`config.mk`:
```
export PLATFORM = sky130hd
export DESIGN_NAME = fall_confirmation_fsm
export DESIGN_NICKNAME = d
export VERILOG_FILES = /design/src/hdl/fcf_pkg.sv /design/src/hdl/fall_confirmation_fsm.sv /design/src/hdl/fcf_front.sv /design/src/hdl/fcf_queue.sv /design/src/hdl/fcf_back.sv
export SDC_FILE = /design/constraint.sdc
export NUM_CORES = 1
export LEC_CHECK = 0
export BUFFER_PORTS_ARGS = -buffer_cell sky130_fd_sc_hd__buf_4
export CORE_MARGIN = 2
export CORE_UTILIZATION = 45
export CTS_CLUSTER_DIAMETER = 100
export CTS_CLUSTER_SIZE = 8
export DETAILED_ROUTE_END_ITERATION = 8
export SYNTH_ARGS = -nofsm -noshare
export SYNTH_HDL_FRONTEND = slang
export SYNTH_SLANG_ARGS = --single-unit
```
`constraint.sdc`:
```
create_clock -name clk -period 8.4 [get_ports clk]
set_input_delay 2.52 -clock clk [delete_from_list [all_inputs] [get_ports clk]]
set_output_delay 2.52 -clock clk [all_outputs]
set_load 0.02 [all_outputs]
```
`src/hdl/fcf_pkg.sv`:
```
package fcf_pkg;

	// Saturating window counter width.
	localparam int CNT_W = 8;
	localparam int RATIO_W = CNT_W + 3;

	localparam int TIME_W = 48;
	localparam int CONF_W = 16;
	localparam int WIN_MS_W = 20;
	localparam int WIN_US_W = WIN_MS_W + 10;
	localparam int LIMIT_W = 15;
	localparam int HOLD_W = 8;
	localparam int CLS_W = 3;
	localparam int OUT_CNT_W = 8;

	localparam int CFG_IDX_W = 2;
	localparam int CFG_DATA_W = 20;
	localparam int IN_DATA_W = 88;
	localparam int OUT_DATA_W = 40;
	localparam int QUEUE_DEPTH = 2;

	localparam logic [CFG_IDX_W-1:0] REG_WINDOW = 2'd0;
	localparam logic [CFG_IDX_W-1:0] REG_FLAT_LIMIT = 2'd1;
	localparam logic [CFG_IDX_W-1:0] REG_UPRIGHT_HOLD = 2'd2;

	localparam logic [WIN_MS_W-1:0] WINDOW_MS_RESET = 20'd4000;
	localparam logic [LIMIT_W-1:0] FLAT_LIMIT_RESET = 15'd4500;
	localparam logic [HOLD_W-1:0] UPRIGHT_HOLD_RESET = 8'd6;
	localparam logic [WIN_US_W-1:0] US_PER_MS = 30'd1000;

	localparam logic [CLS_W-1:0] CLS_WALK = 3'd0;
	localparam logic [CLS_W-1:0] CLS_RUN = 3'd1;
	localparam logic [CLS_W-1:0] CLS_IDLE = 3'd2;
	localparam logic [CLS_W-1:0] CLS_TRANS = 3'd3;
	localparam logic [CLS_W-1:0] CLS_FALL = 3'd4;

	typedef enum logic [2:0] {
		EV_NONE = 3'd0,
		EV_STARTED = 3'd1,
		EV_REJECTED = 3'd2,
		EV_ABORTED = 3'd3,
		EV_CONFIRMED = 3'd4,
		EV_RATIO_LOW = 3'd5
	} fcf_event_t;

	typedef struct packed {
		logic [WIN_US_W-1:0] window_us;
		logic [LIMIT_W-1:0] flat_limit;
		logic [HOLD_W-1:0] upright_hold;
	} fcf_cfg_t;

	// One classified item as it waits for the confirmation logic.
	typedef struct packed {
		logic flat;
		logic locomotion;
		logic idle;
		logic trans;
		logic fall;
		logic hold_zero;
		logic [CONF_W-1:0] conf;
		logic [TIME_W-1:0] time_us;
	} fcf_item_t;

endpackage

```
`src/hdl/fall_confirmation_fsm.sv`:
```
// Fall confirmation state machine. It takes one classifier result per transaction
// on the s_ side and returns exactly one status result per transaction on the m_
// side, in order. A new result can be accepted every cycle while the output is not
// stalled, since the whole per-result update is one compare-and-count step in the
// confirmation logic. The flat test and upright-hold countdown are combinational
// at the input; the item is then registered in the queue and after that in the
// output register of the confirmation logic. A two-entry queue between the two
// halves lets the input take two more transactions while the output is stalled
// before s_tready drops. The window length register is converted to microseconds
// when it is written, so the elapsed-time check is a single 49-bit subtract and
// 48-bit compare per result. Write configuration only while no transaction is in
// flight.
module fall_confirmation_fsm (
	input logic clk,
	input logic arst_n,
	input logic cfg_wen,
	input logic [fcf_pkg::CFG_IDX_W-1:0] cfg_addr,
	input logic [fcf_pkg::CFG_DATA_W-1:0] cfg_wdata,
	input logic s_tvalid,
	output logic s_tready,
	// activity_class[2:0], confidence[18:3], roll_cdeg[34:19], time_us[82:35]
	input logic [fcf_pkg::IN_DATA_W-1:0] s_tdata,
	output logic m_tvalid,
	input logic m_tready,
	// event_code[2:0], confirming[3], reported_confidence[19:4],
	// hit_count_out[27:20], total_count_out[35:28]
	output logic [fcf_pkg::OUT_DATA_W-1:0] m_tdata
);
	import fcf_pkg::*;

	fcf_cfg_t cfg_q;
	logic push_valid;
	logic push_ready;
	fcf_item_t push_item;
	logic pop_valid;
	logic pop_ready;
	fcf_item_t pop_item;

	always_ff @(posedge clk or negedge arst_n) begin
		if (!arst_n) begin
			cfg_q.window_us <= WIN_US_W'(WINDOW_MS_RESET) * US_PER_MS;
			cfg_q.flat_limit <= FLAT_LIMIT_RESET;
			cfg_q.upright_hold <= UPRIGHT_HOLD_RESET;
		end else if (cfg_wen) begin
			case (cfg_addr)
				REG_WINDOW: cfg_q.window_us <= WIN_US_W'(cfg_wdata[WIN_MS_W-1:0]) * US_PER_MS;
				REG_FLAT_LIMIT: cfg_q.flat_limit <= cfg_wdata[LIMIT_W-1:0];
				REG_UPRIGHT_HOLD: cfg_q.upright_hold <= cfg_wdata[HOLD_W-1:0];
				default: begin
				end
			endcase
		end
	end

	fcf_front u_front (
		.clk(clk),
		.arst_n(arst_n),
		.cfg(cfg_q),
		.s_tvalid(s_tvalid),
		.s_tready(s_tready),
		.s_tdata(s_tdata),
		.push_valid(push_valid),
		.push_ready(push_ready),
		.push_item(push_item)
	);

	fcf_queue u_queue (
		.clk(clk),
		.arst_n(arst_n),
		.push_valid(push_valid),
		.push_ready(push_ready),
		.push_item(push_item),
		.pop_valid(pop_valid),
		.pop_ready(pop_ready),
		.pop_item(pop_item)
	);

	fcf_back u_back (
		.clk(clk),
		.arst_n(arst_n),
		.cfg(cfg_q),
		.pop_valid(pop_valid),
		.pop_ready(pop_ready),
		.pop_item(pop_item),
		.m_tvalid(m_tvalid),
		.m_tready(m_tready),
		.m_tdata(m_tdata)
	);

endmodule

```
`src/hdl/fcf_front.sv`:
```
module fcf_front (
	input logic clk,
	input logic arst_n,
	input fcf_pkg::fcf_cfg_t cfg,
	input logic s_tvalid,
	output logic s_tready,
	input logic [fcf_pkg::IN_DATA_W-1:0] s_tdata,
	output logic push_valid,
	input logic push_ready,
	output fcf_pkg::fcf_item_t push_item
);
	import fcf_pkg::*;

	logic [CLS_W-1:0] cls;
	logic signed [16:0] roll;
	logic signed [16:0] lim;
	logic flat;
	logic [HOLD_W-1:0] countdown_q;
	logic [HOLD_W-1:0] countdown_n;
	logic accept;

	assign cls = s_tdata[2:0];
	assign roll = {s_tdata[34], s_tdata[34:19]};
	assign lim = {2'b00, cfg.flat_limit};
	assign flat = (roll > -lim) && (roll < lim);

	assign s_tready = push_ready;
	assign push_valid = s_tvalid;
	assign accept = s_tvalid && push_ready;

	// Any tilted sample reloads the upright memory; flat samples drain it.
	always_comb begin
		if (!flat) begin
			countdown_n = cfg.upright_hold;
		end else if (countdown_q != '0) begin
			countdown_n = countdown_q - 1'b1;
		end else begin
			countdown_n = countdown_q;
		end
	end

	always_ff @(posedge clk or negedge arst_n) begin
		if (!arst_n) begin
			countdown_q <= '0;
		end else if (accept) begin
			countdown_q <= countdown_n;
		end
	end

	always_comb begin
		push_item.flat = flat;
		push_item.locomotion = (cls == CLS_WALK) || (cls == CLS_RUN);
		push_item.idle = (cls == CLS_IDLE);
		push_item.trans = (cls == CLS_TRANS);
		push_item.fall = (cls == CLS_FALL);
		push_item.hold_zero = (countdown_n == '0);
		push_item.conf = s_tdata[18:3];
		push_item.time_us = s_tdata[82:35];
	end

endmodule

```
`src/hdl/fcf_queue.sv`:
```
module fcf_queue (
	input logic clk,
	input logic arst_n,
	input logic push_valid,
	output logic push_ready,
	input fcf_pkg::fcf_item_t push_item,
	output logic pop_valid,
	input logic pop_ready,
	output fcf_pkg::fcf_item_t pop_item
);
	import fcf_pkg::*;

	localparam int PTR_W = $clog2(QUEUE_DEPTH);

	fcf_item_t entry_q [QUEUE_DEPTH];
	logic [PTR_W-1:0] wr_ptr_q;
	logic [PTR_W-1:0] rd_ptr_q;
	logic [PTR_W:0] fill_q;
	logic do_push;
	logic do_pop;

	assign push_ready = (fill_q != (PTR_W+1)'(QUEUE_DEPTH));
	assign pop_valid = (fill_q != '0);
	assign pop_item = entry_q[rd_ptr_q];
	assign do_push = push_valid && push_ready;
	assign do_pop = pop_valid && pop_ready;

	always_ff @(posedge clk) begin
		if (do_push) begin
			entry_q[wr_ptr_q] <= push_item;
		end
	end

	always_ff @(posedge clk or negedge arst_n) begin
		if (!arst_n) begin
			wr_ptr_q <= '0;
			rd_ptr_q <= '0;
			fill_q <= '0;
		end else begin
			if (do_push) begin
				wr_ptr_q <= (wr_ptr_q == PTR_W'(QUEUE_DEPTH - 1)) ? '0 : wr_ptr_q + 1'b1;
			end
			if (do_pop) begin
				rd_ptr_q <= (rd_ptr_q == PTR_W'(QUEUE_DEPTH - 1)) ? '0 : rd_ptr_q + 1'b1;
			end
			if (do_push && !do_pop) begin
				fill_q <= fill_q + 1'b1;
			end else if (do_pop && !do_push) begin
				fill_q <= fill_q - 1'b1;
			end
		end
	end

endmodule

```
`src/hdl/fcf_back.sv`:
```
module fcf_back (
	input logic clk,
	input logic arst_n,
	input fcf_pkg::fcf_cfg_t cfg,
	input logic pop_valid,
	output logic pop_ready,
	input fcf_pkg::fcf_item_t pop_item,
	output logic m_tvalid,
	input logic m_tready,
	output logic [fcf_pkg::OUT_DATA_W-1:0] m_tdata
);
	import fcf_pkg::*;

	typedef enum logic {
		ST_NORMAL,
		ST_CONFIRM
	} state_t;

	state_t state_q;
	state_t state_n;
	logic [TIME_W-1:0] start_q;
	logic [TIME_W-1:0] start_n;
	logic [CONF_W-1:0] trig_q;
	logic [CONF_W-1:0] trig_n;
	logic [CNT_W-1:0] hit_q;
	logic [CNT_W-1:0] hit_n;
	logic [CNT_W-1:0] total_q;
	logic [CNT_W-1:0] total_n;
	logic [CNT_W-1:0] hit_inc;
	logic [CNT_W-1:0] total_inc;
	logic [CNT_W-1:0] hit_upd;
	logic [CNT_W-1:0] total_upd;
	logic [TIME_W:0] elapsed;
	logic expired;
	logic ratio_ok;
	fcf_event_t event_n;
	logic [CONF_W-1:0] rep_n;
	logic out_valid_q;
	logic [OUT_DATA_W-1:0] out_data_q;
	logic take;

	assign pop_ready = !out_valid_q || m_tready;
	assign take = pop_valid && pop_ready;
	assign m_tvalid = out_valid_q;
	assign m_tdata = out_data_q;

	// Counters in the window stop at all ones.
	assign total_inc = (total_q == '1) ? total_q : total_q + 1'b1;
	assign hit_inc = (hit_q == '1) ? hit_q : hit_q + 1'b1;

	// Counter values after a counted result inside an open window.
	assign total_upd = pop_item.trans ? total_q : total_inc;
	assign hit_upd = (!pop_item.trans && pop_item.idle && pop_item.flat) ? hit_inc : hit_q;

	// A timestamp earlier than the window start reads as a borrow and never expires.
	assign elapsed = {1'b0, pop_item.time_us} - {1'b0, start_q};
	assign expired = !elapsed[TIME_W] && (elapsed[TIME_W-1:0] >= TIME_W'(cfg.window_us));

	assign ratio_ok = (total_upd != '0) &&
		(RATIO_W'(hit_upd) * RATIO_W'(5) >= RATIO_W'(total_upd) * RATIO_W'(3));

	always_comb begin
		state_n = state_q;
		start_n = start_q;
		trig_n = trig_q;
		hit_n = hit_q;
		total_n = total_q;
		event_n = EV_NONE;
		rep_n = pop_item.conf;
		case (state_q)
			ST_NORMAL: begin
				if (pop_item.fall) begin
					if (pop_item.hold_zero) begin
						event_n = EV_REJECTED;
					end else begin
						state_n = ST_CONFIRM;
						start_n = pop_item.time_us;
						trig_n = pop_item.conf;
						hit_n = '0;
						total_n = '0;
						event_n = EV_STARTED;
					end
				end
			end
			ST_CONFIRM: begin
				if (pop_item.locomotion && !pop_item.flat) begin
					state_n = ST_NORMAL;
					event_n = EV_ABORTED;
				end else begin
					total_n = total_upd;
					hit_n = hit_upd;
					if (expired) begin
						state_n = ST_NORMAL;
						if (ratio_ok) begin
							event_n = EV_CONFIRMED;
							rep_n = trig_q;
						end else begin
							event_n = EV_RATIO_LOW;
						end
					end
				end
			end
			default: begin
				state_n = ST_NORMAL;
			end
		endcase
	end

	always_ff @(posedge clk or negedge arst_n) begin
		if (!arst_n) begin
			state_q <= ST_NORMAL;
			start_q <= '0;
			trig_q <= '0;
			hit_q <= '0;
			total_q <= '0;
			out_valid_q <= 1'b0;
			out_data_q <= '0;
		end else begin
			if (take) begin
				state_q <= state_n;
				start_q <= start_n;
				trig_q <= trig_n;
				hit_q <= hit_n;
				total_q <= total_n;
				out_data_q <= {4'b0000, OUT_CNT_W'(total_n), OUT_CNT_W'(hit_n), rep_n,
					(state_n == ST_CONFIRM), event_n};
			end
			if (take) begin
				out_valid_q <= 1'b1;
			end else if (m_tready) begin
				out_valid_q <= 1'b0;
			end
		end
	end

endmodule

```
# == Word-level counts from Yosys, hierarchy flattened ==
# Memory sizes are Yosys's and may differ from the RTL's.
# Cells that the tools add are included.
# totals
mem_count,1
elab_cells,109
register_bits,180
out_inout_bits,42
ramBits,140
# op_classes
bitwise,2
mux,37
addsub,9
mul,3
reduce_logical,30
n_lt_le_gt_ge,4
eq_ne,9
# mem_list
memory,depth,word_bits,read_ports,rd_clocked_by_memory_dff,wr,line_no,text
u_queue.entry_q,2,70,1,0,1,fcf_queue.sv:15,fcf_item_t entry_q [QUEUE_DEPTH];
# ops
operator,n
2-to-1 mux 8 bit,12
2-to-1 mux 16 bit,4
subtractor 48 x 48 -> 49 bit,1
greater-or-equal comparator 48 x 30 -> 1 bit,1
case mux 8 bit (2 select lines),2
multiplier 20 x 7 -> 27 bit (second input constant),1
greater-than comparator 16 x 17 -> 1 bit,1
negation 15 -> 17 bit,1
adder 8 x 1 -> 8 bit (second input constant),2
equality test 8 bit (second input constant),2
< comparator 16 bit,1
nonzero test 8 bit,2
greater-or-equal comparator 11 x 10 -> 1 bit,1
multiplier 8 x 3 -> 11 bit (second input constant),1
2-to-1 mux 1 bit,11
logical AND 1 bit,10
multiplier 8 x 2 -> 10 bit (second input constant),1
2-to-1 mux 3 bit,3
zero test 8 bit,1
subtractor 8 x 1 -> 8 bit (second input constant),1
equality test 3 x 2 -> 1 bit (second input constant),2
zero test 1 bit,6
2-to-1 mux 2 bit,3
case mux 3 bit (2 select lines),1
16 further kinds,23

# == Longest topological paths before layout ==
# An unclocked memory read counts as a cell.
# logic_depth
ltp_word,12
ltp_mapped,30
depth_no_buf,26

# == Cells and area by module ==
# Synthesis repeated with hierarchy kept, for this count alone.
# hier_totals
hier_cells,2150
area_unflattened_um2,22347.7
# modules_own_cells
mod,instances,seq_area_each_um2,area_each_um2,cells_per_inst
fcf_back,1,2527.4,9318.9,1096
fcf_queue,1,4304.1,5596.6,236
fall_confirmation_fsm,1,1268.7,5256.3,528
fcf_front,1,200.2,2175.8,290

# == Worst setup path after synthesis ==
# No wires, ideal clock.
# synth_timing
path_type,in2reg
start,in cfg_wdata[2] (netlist name)
end,reg cfg_q[49] (netlist name)
path_buffers,0
stages,17
setup_slack_ps,1213
t_arrival_ps,7053
cell_sequence,fa_1 > fa_1 > fa_1 > fa_1 > ha_1 > o21a_1 > o21ai_0 > a21boi_0 > a21o_1 > a21oi_1 > o21ai_0 > o21ai_0 > nor2_1 > or3_1 > a21oi_1 > xor2_1 > o21ai_0
# synth_between
elab_chain_len,1
# synth_lines
element,line_no,text
"start, declared",fall_confirmation_fsm.sv:18,"input logic [fcf_pkg::CFG_DATA_W-1:0] cfg_wdata,"
multiplier 20 x 7 -> 27 bit,fall_confirmation_fsm.sv:46,REG_WINDOW: cfg_q.window_us <= WIN_US_W'(cfg_wdata[WIN_MS_W-1:0]) * US_PER_MS;
"end, declared",fall_confirmation_fsm.sv:31,fcf_cfg_t cfg_q;
# No other way between the ends.
# A chain may end at the register's enable or synchronous reset.

==> run metrics <==
Final nets approximately 2500; DR vias 14800; clock transition at the registers of the reported paths around 60 ps; clock power share 16.4%; Non-Filler Instances between 2000 and 3000; Avg Cell Area, Syn 10.5 sq um; number of flops mapped to enable cells by yosys 140; Sw Share between 40% and 50%; max-slew violation count 0; Gate power share roughly three fifths; # port buffers around 150; endpoint type of the worst setup path flop; Period Utilization, post-route between 80% and 90%; pre-CTS setup slack roughly 780 ps; antenna viol nets, final 0; Total GRT Usage a little over a fifth; Root Buffer clkbuf_16; crit path time final 7250 ps; number of remaining DRC errors 0; Ys Warns 0; first-pass GRT wire length 79700 um; die height 218 um; Rel. slew slack a little over a quarter; Core Region between 40000 and 50000 sq um; Starting Density between 40% and 50%; clk_skew between 20 and 30 ps; net switching power approximately 4.4 mW; PnR worst setup slack about 1100 ps; antenna fix cells 0; Area Overhead vs Synth 14.3%; post-CTS sizing 0; routed vias/inst around 5.5; Distinct cells, synth 86; number of buffers created by CTS 43; top_reg_cell synth dfrtp_1; total wire length approximately 48000 um; flop and latch count out of synthesis 303; Power Dens Cells 422 nW/um^2; largest net degree at the start of global routing 93; WHS 477 ps; worst hold endpoint cfg_q[51]$_DFFE_PN0P_; Worst VDD drop about 0.2 mV; post-CTS setup buffer count 0; clk_lat worst skew 570 ps; Detailed Routing Iterations Pass 1 5; measured slew at the worst slew-check pin ~1100 ps; R2R cell count 24; RSZ-0062 raised after global routing no; initial antenna violation count 0; Final setup viols 0; hold buffers post-CTS 0; total grt overflow 0; hold depth 2; Num Clock Sinks slightly above 300; worst hold start cfg_q[51]$_DFFE_PN0P_; Leak 10.3 nW; Die W around 220 um; R2R Path End u_back.m_tdata[14]$_DFFE_PN0P_; setup tns final 0 ps; Mapped Cells approximately 2000; Data required, critical path roughly 9000 ps; layout cell share with drive strength beyond 1 about 15%; internal power approximately 5.5 mW; Crit Path Category reg2reg; final hold violations 0; # IOs about 160; R2R setup slack 1150 ps; H-tree levels 2; data arrival time of the critical path ~7700 ps; CTS tree built; routed len/inst between 15 and 20 um; FP Rows 78; Worst Path Max Fanout 42; number of global-route vias before repair around 15000; startpoint types flop; RR Startpoint u_queue.rd_ptr_q$_DFFE_PN0P_; Hold/Removal Path Class reg2reg; mapped cell area 20500 sq um; CTS max path bufs 3; full die area roughly 47000 sq um; Iteration-0 DRC Markers roughly 840; fraction of power consumed by sequential logic a little under a quarter; max_cap viols 0; asr flop ratio synth 53.8%; Post-Place Cells between 2000 and 3000; fmax about 140 MHz; Seq/Total Area, Yosys about two fifths; post-DP HPWL roughly 36000 um; outcome complete, no violations; final core area utilization between 50% and 60%; Final Wtd Congestion ~0.87; Layout fillers slightly above 4000
[cell usage after synthesis (6+ instances only)]
cell	number	area [sq um]
a31oi_1	8	50.1
clkbuf_1	54	203
dfrtp_1	149	3730
mux2i_1	26	260
o311ai_1	6	52.6
fa_1	73	1460
o21a_1	27	203
a211oi_1	13	97.6
buf_1	7	26.3
inv_1	167	627
nor3_1	19	95.1
nor2b_1	11	68.8
a21oi_1	105	526
nand3_1	40	200
or3_1	8	50.1
nand2_1	189	709
ha_1	209	2620
o31ai_1	7	52.6
xnor2_1	64	561
nor4_1	8	50.1
nand4_1	48	300
o21bai_1	17	128
o311ai_2	10	163
edfxtp_1	140	4200
nor2_1	69	259
mux2_2	72	811
xor2_1	32	280
and3_1	10	62.6
a21o_1	50	375
nand2b_1	24	150
o21ai_0	158	791
dfstp_2	14	368
[critical path, cell delays in order, from the launching register on]
cell and delay [ps]:
dfrtp_4 880, mux2_2 450, ha_1 320, a21o_1 200, or3_1 310, o21a_1 240
or2_2 320, a211oi_1 450, o21ai_0 250, a31oi_1 310, xnor2_1 170, ha_1 270
nand4_1 90, nor2_1 90, a32o_1 230, nor3_1 290, o2111ai_1 190, nor4b_1 380
nor4b_1 510, nand4_1 230, nor4_4 250, a311oi_4 130, buf_4 240, nand4_1 130
o311ai_2 120
[cells by family (layout without fill, tap and decap cells)]
family | after synthesis | after routing | synth area share, %
flip-flops | 303 | 303 | 40.4
adder cells (fa/ha/maj) | 282 | 282 | 19.8
multiplexers | 98 | 98 | 5.21
XOR/XNOR | 96 | 96 | 4.09
buffers and inverters | 239 | 404 | 4.52
AO/OA/AOI/OAI | 473 | 473 | 15.0
other | 1 | 4 | 0.0183
AND/OR/NAND/NOR | 461 | 461 | 10.9
[through the flow]
stage	instance area, sq um	power (mW)
4_1_cts	23500	9.98
3_3_place_gp	22200	8.14
5_1_grt	23500	10.9
6_report	23500	9.92
3_5_place_dp	22200	8.28
2_1_floorplan	20600	6.75
[placed cells by master (no fill, tap or decap), types with 43 or more instances in the layout]
master,n
clkbuf_16,43
nand2_1,189
edfxtp_1,140
dfrtp_1,148
nor2_1,68
a21oi_1,105
o21ai_0,158
mux2_2,72
fa_1,73
ha_1,209
a21o_1,50
nand4_1,48
xnor2_1,64
inv_1,167
buf_4,157
[layout make-up]
type	instances	area, sq um	area share [%]
sequential	303	8300	35.4
timing repair buffer	159	1210	5.15
tap	600	751	3.20
clock buffer	75	1200	5.09
multi-input combinational	1414	11300	48.3
clock inverter	3	55.1	0.234
inverter	167	627	2.67
[power by group through the flow]
stage	clock (mW)	sequential, mW	combinational, mW
2_1_floorplan	0	2.33	4.42
3_3_place_gp	0	2.35	5.79
3_5_place_dp	0	2.37	5.91
4_1_cts	1.67	2.35	5.96
5_1_grt	1.74	2.40	6.72
6_report	1.62	2.34	5.95
[worst max-delay path by stage]
stage	start	end	cells past startpoint
after floorplan	cfg_wdata[2]	cfg_q[49]$_DFFE_PN0P_	17
after global placement	cfg_wdata[2]	cfg_q[49]$_DFFE_PN0P_	19
after detailed placement	cfg_wdata[2]	cfg_q[49]$_DFFE_PN0P_	19
after CTS	u_queue.rd_ptr_q$_DFFE_PN0P_	u_back.m_tdata[14]$_DFFE_PN0P_	24
after global routing	u_queue.rd_ptr_q$_DFFE_PN0P_	u_back.m_tdata[19]$_DFFE_PN0P_	24
final	u_queue.rd_ptr_q$_DFFE_PN0P_	u_back.m_tdata[14]$_DFFE_PN0P_	24
[per-layer routing]
layer | up-vias | part of all wire (%) | GRT usage (%)
met4 | 0 | 1.9 | 5.09
met3 | 57 | 4.3 | 2.86
met2 | 272 | 45 | 33.2
li1 | 7283 | - | -
met1 | 7228 | 49 | 30.1
met5 | - | 0 | 0
[flip-flops by register name, summed over array words and instances, names as in the netlist, 2 cells and up]
| register | cells |
|---|---|
| u_back.start_q | 48 |
| cfg_q | 50 |
| u_back.total_q | 8 |
| u_queue.fill_q | 2 |
| u_back.m_tdata | 21 |
| u_back.trig_q | 16 |
| u_back.hit_q | 7 |
| u_queue.entry_q | 140 |
| u_front.countdown_q | 8 |
Power figures use the tool's default switching activity.
